[src/hw/rtl/sdmm_pkg.sv]
// ----------------------------------------------------------------------------
// sdmm_pkg
// Shared types and constants for the sparse-dense matrix multiply core.
// ----------------------------------------------------------------------------
`default_nettype none
package sdmm_pkg;
	localparam int MaxClasses  = 16;
	localparam int MaxFeatures = 1024;
	localparam int MaxSamples  = 1024;
	localparam int ClsW  = 4;
	localparam int FeatW = 10;
	localparam int SampW = 10;
	localparam int AccW  = 40;
	localparam int WAddrW = ClsW + FeatW;
	localparam int AAddrW = ClsW + SampW;
	localparam int QDepth = 4;
	localparam int QPtrW  = 2;

	typedef enum logic [1:0] {
		MODE_WEIGHT = 2'd0,
		MODE_CLEAR  = 2'd1,
		MODE_NZ     = 2'd2,
		MODE_READ   = 2'd3
	} mode_t;

	typedef struct packed {
		mode_t              mode;
		logic [ClsW-1:0]    cls;
		logic [FeatW-1:0]   feat;
		logic [SampW-1:0]   samp;
		logic signed [15:0] data;
	} cmd_t;

	typedef enum logic [1:0] {
		ST_IDLE,
		ST_CLEAR,
		ST_RUN
	} state_t;

	localparam logic signed [AccW-1:0] AccMax = {1'b0, {(AccW-1){1'b1}}};
	localparam logic signed [AccW-1:0] AccMin = {1'b1, {(AccW-1){1'b0}}};
endpackage
`default_nettype wire

[src/hw/rtl/sdmm_front.sv]
// ----------------------------------------------------------------------------
// sdmm_front
// Command intake: screens out-of-range items and queues the rest.
// ----------------------------------------------------------------------------
`default_nettype none
module sdmm_front (
	input  wire logic           clk,
	input  wire logic           arst_n,
	input  wire logic           push,
	input  wire sdmm_pkg::cmd_t cmd_in,
	output logic                full,
	input  wire logic           pop,
	output logic                empty,
	output sdmm_pkg::cmd_t      cmd_out
);
	sdmm_pkg::cmd_t             q_q [sdmm_pkg::QDepth];
	logic [sdmm_pkg::QPtrW-1:0] wp_q, rp_q;
	logic [sdmm_pkg::QPtrW:0]   cnt_q;
	logic                       keep;

	// indices are full-range at default sizes; weight/nonzero bounds always hold
	always_comb begin
		keep = 1'b1;
		if (cmd_in.mode == sdmm_pkg::MODE_WEIGHT &&
		    (32'(cmd_in.cls) >= sdmm_pkg::MaxClasses ||
		     32'(cmd_in.feat) >= sdmm_pkg::MaxFeatures)) keep = 1'b0;
		if (cmd_in.mode == sdmm_pkg::MODE_NZ &&
		    (32'(cmd_in.feat) >= sdmm_pkg::MaxFeatures ||
		     32'(cmd_in.samp) >= sdmm_pkg::MaxSamples)) keep = 1'b0;
	end

	logic do_push;
	assign do_push = push && keep;
	assign full    = cnt_q == (sdmm_pkg::QPtrW+1)'(sdmm_pkg::QDepth);
	assign empty   = cnt_q == '0;
	assign cmd_out = q_q[rp_q];

	always_ff @(posedge clk) begin
		if (do_push) q_q[wp_q] <= cmd_in;
	end

	always_ff @(posedge clk or negedge arst_n) begin
		if (!arst_n) begin
			wp_q  <= '0;
			rp_q  <= '0;
			cnt_q <= '0;
		end else begin
			if (do_push) wp_q <= wp_q + 1'b1;
			if (pop) rp_q <= rp_q + 1'b1;
			cnt_q <= cnt_q + (sdmm_pkg::QPtrW+1)'(do_push) - (sdmm_pkg::QPtrW+1)'(pop);
		end
	end
endmodule
`default_nettype wire

[config.mk]
export PLATFORM = sky130hd
export DESIGN_NAME = sdmm_front
export DESIGN_NICKNAME = d
export VERILOG_FILES = /design/src/hw/rtl/sdmm_pkg.sv /design/src/hw/rtl/sdmm_front.sv
export SDC_FILE = /design/constraint.sdc
export NUM_CORES = 1
export LEC_CHECK = 0
export BUFFER_PORTS_ARGS = -buffer_cell sky130_fd_sc_hd__buf_2
export CORE_AREA = 2 2 151 153
export CTS_BUF_LIST = sky130_fd_sc_hd__clkbuf_2
export CTS_CLUSTER_SIZE = 30
export DETAILED_ROUTE_END_ITERATION = 10
export DIE_AREA = 0 0 153 155
export GPL_TIMING_DRIVEN = 0
export HOLD_SLACK_MARGIN = 0.05
export PLACE_DENSITY_LB_ADDON = 0.2
export SLEW_MARGIN = 20
export SYNTH_ARGS = -nofsm -noshare
export SYNTH_HDL_FRONTEND = slang
export SYNTH_SLANG_ARGS = --single-unit
[constraint.sdc]
create_clock -name clk -period 2.31 [get_ports clk]
set_input_delay 0.1155 -clock clk [delete_from_list [all_inputs] [get_ports clk]]
set_output_delay 0.1155 -clock clk [all_outputs]
set_load 0.1 [all_outputs]
-- Word-level counts from Yosys, hierarchy flattened
Memories as Yosys holds them, arrays and structs flattened.
Cells that the tools add are included.
- bits in registers: 7
- memory bits (writable): 168
- word-level logic and storage cells: 12
- memories: 1
- add/sub/neg operators: 4
- equal/unequal tests: 1
- muxes and demuxes: 2
- reduce and logical (&&, ||, !) cells: 1
- memories (name ; words ; bits a word ; read ports ; clocked after memory_dff ; write ports ; line ; source):
    q_q ; 4 ; 42 ; 1 ; 0 ; 1 ; sdmm_front.sv:16 ; sdmm_pkg::cmd_t q_q [sdmm_pkg::QDepth];
- operators by type and width (operator ; count):
    $add 2x1->2 const B ; 2
    $add 3x1->3 ; 1
    $eq 3x3->1 const B ; 1
    $logic_not 3->1 ; 1
    $sub 3x1->3 ; 1
    $mux 1 ; 2

-- Depth between registers and ports, before layout
- depth after elaboration: 2
- gate-level depth with buffers: 6

-- Worst setup path before layout
OpenSTA, ideal clock, no wires.
- kind: reg-to-output
- start: register cnt_q[1] in the netlist's numbering
- end: output port empty
- arrival: 2.458 ns
- setup slack: -0.264 ns
- cell stages (with the launch flop): 2
- path buffers: 0
- cells stage by stage: dfrtp_1 > nor3_1
- cells in the longest elaborated chain, start to end: 1
- ends and longest elaborated chain (element ; line ; source):
    start: declaration ; sdmm_front.sv:18 ; logic [sdmm_pkg::QPtrW:0] cnt_q;
    start signal: assignment ; sdmm_front.sv:50 ; cnt_q <= cnt_q + (sdmm_pkg::QPtrW+1)'(do_push) - (sdmm_pkg::QPtrW+1)'(pop);
    $logic_not 3->1 ; sdmm_front.sv:35 ; assign empty = cnt_q == '0;
    end: declaration ; sdmm_front.sv:13 ; output logic empty,
Every way passes these cells.

==> results.yml <==
outcome:
  outcome: "finished clean"
timing:
  setup_viol: 0
  maxSlewHeadroom: 0.677
  worstMarginPinSlew_ns: 0.489
  rsz0062_at_grt: "yes"
  drv_slew: 0
  timing_hold_violations_final: 0
  layout_setup_ws_ns: 0.0263
  min_period_ns: 2.28
  clock.fmax_mhz: 438
  hold_ws_ns: 0.147
  fin_worst_skew_ns: 0.0428
  fin_crit_sh: 0.989
layout:
  final_common_cell: "edfxtp_1"
  diodes: 0
  utilization: 0.387
  drive_above_1_share: 0.406
  num-fill-cells: 2065
  layout_common_cells: "edfxtp_1 (168), dlygate4sd3_1 (60), buf_2 (48), buf_6 (40), mux4_2 (39)"
  syn2layout_area_growth_pct: 32.2
  nNetsFinal: 481
  stdcell_count: 726
clock_tree:
  clock-sinks: 175
  cts_buffers: 17
  cts_root_buffer: "clkbuf_2"
  cts_max_path_buffers: 2
  clk-insertion-delay-late_ns: 0.70
  cts_max_level: 4
  cts_tree: "yes"
  clk_pin_slew_ns: 0.26
floorplanning:
  core_area_um2: 22200
  initial_utilization: 0.293
  fp.dieW_um: 153
  die_h_um: 155
  die_area_um2: 23700
  ios: 90
  num_rows: 55
global_route:
  grt_pass1_vias: 3377
  grt_busiest_layer: "met2"
  antenna_found_initial: 0
  grt_util_met2: 0.192
  track_usage: 0.110
  grt_pass1_wl_um: 19100
  grt_max_degree: 29
  use_met1: 0.135
  use_met3: 0.0287
  overflow: 0
route:
  drt_iter0_drc: 118
  dr_total_vias: 3134
  drtPass1Iterations: 4
  ant_nets: 0
  wire_per_inst_um: 17.3
  drc: 0
  routed_via_density: 4.32
  wirelength_um: 12600
min_path:
  hold_path_class: "in2reg"
synthesis:
  netlist_instances: 254
  yosysTopAreaCell: "edfxtp_1"
  postSynthAreaPerCell_um2: 25.6
  synth_cell_type_count: 17
  syn_area_um2: 6510
  ys_seq_elements: 175
  ys_seq_area_frac: 0.802
  syn-num-nets: 307
  netlist_top_cells_area: "edfxtp_1 (78%), mux4_2 (13%), dfrtp_1 (2.7%)"
  ys_warn_count: 0
  synth_top_area_frac: 0.775
run:
  max-cap-violations: 0
place:
  hpwlAfterDp_um: 7620
  port-buffer-count: 89
  place_inst: 632
  post-place-ws_ns: 0.580
  gp_congestion: 0.631
worst_setup_path:
  startpoint_type: "flip-flop"
  arrival_ns: 2.17
  cp-end-kind: "output pin"
  worstSetupPathType: "reg2out"
  critPathMaxFanout: 10
  required_ns: 2.19
worst max-delay path, cell delays in order, from the launching register on:
cell and delay [ns]:
dfrtp_1 0.42, buf_12 0.16, buf_12 0.16, mux4_2 0.56
buf_8 0.20
layout make-up:
cell class	count	area (um2)	area share
Multi-Input combinational cell	63	1160	0.135
Clock buffer	18	90.1	0.0105
Timing Repair Buffer	155	1440	0.167
Buffer	10	139	0.0161
Clock inverter	14	178	0.0207
Sequential cell	175	5220	0.607
Tap cell	285	357	0.0414
Inverter	6	22.5	0.00262
cell usage after synthesis:
cell      count
o21ai_0       1
buf_6         1
dfrtp_1       7
xnor2_1       2
edfxtp_1    168
inv_1         6
mux4_1        4
nor3_1        1
buf_12        4
and2_1        4
nand2_1       2
ha_1          6
mux4_2       38
fa_1          1
xor2_1        3
buf_2         5
and3_1        1
worst paths after layout:
path | cells after the start | end | startpoint | slack (ns)
worst max-delay path | 4 | cmd_out[29] | rp_q[0] | 0.03
worst min-delay path | 2 | q_q[2][29] | cmd_in[29] | 0.15
worst max register to register | 4 | q_q[2][0] | wp_q[0] | 0.68
worst min register to register | 1 | wp_q[0] | wp_q[0] | 0.57
max in group asynchronous | 3 | rp_q[1] | arst_n | 1.69
min in group asynchronous | 3 | cnt_q[0] | arst_n | 0.31
per-stage QoR:
step | setup TNS [ns] | area (um2)
2_1_floorplan | 0 | 6510
3_3_place_gp | -120.33 | 7310
3_5_place_dp | 0 | 7400
4_1_cts | -2.39 | 8440
5_1_grt | -5.51 | 8600
6_report | 0 | 8600
cells by family after synthesis:
group | synth area share
adders and majority gates | 0.0146
DFF | 0.802
and+or+nand+nor | 0.00673
muxes | 0.148
AOI/OAI and AO/OA | 0.000768
xor gates and xnor gates | 0.00673
buffers and inverters | 0.0213
what timing repair did:
item	4_1_cts	5_1_grt
hold endpoints to repair	251	37
setup endpoints to repair	42	42
hold buffers	49	11
gates resized for setup	90	7
setup buffers	0	2
flip-flops by register name, indices dropped and copies added (netlist names):
register / flops
wp_q: 2
q_q: 168
rp_q: 2
cnt_q: 3
per-layer routing:
| metal | share of wire | routed length (um) |
|---|---|---|
| met1 | 0.43 | 5380 |
| met4 | 0.011 | 141 |
| met2 | 0.53 | 6630 |
| met5 | 0 | 0 |
| met3 | 0.035 | 438 |
Power is left out: the tool's default activity adds up to more than one toggle a clock period on the data nets, which glitch-free logic cannot reach.
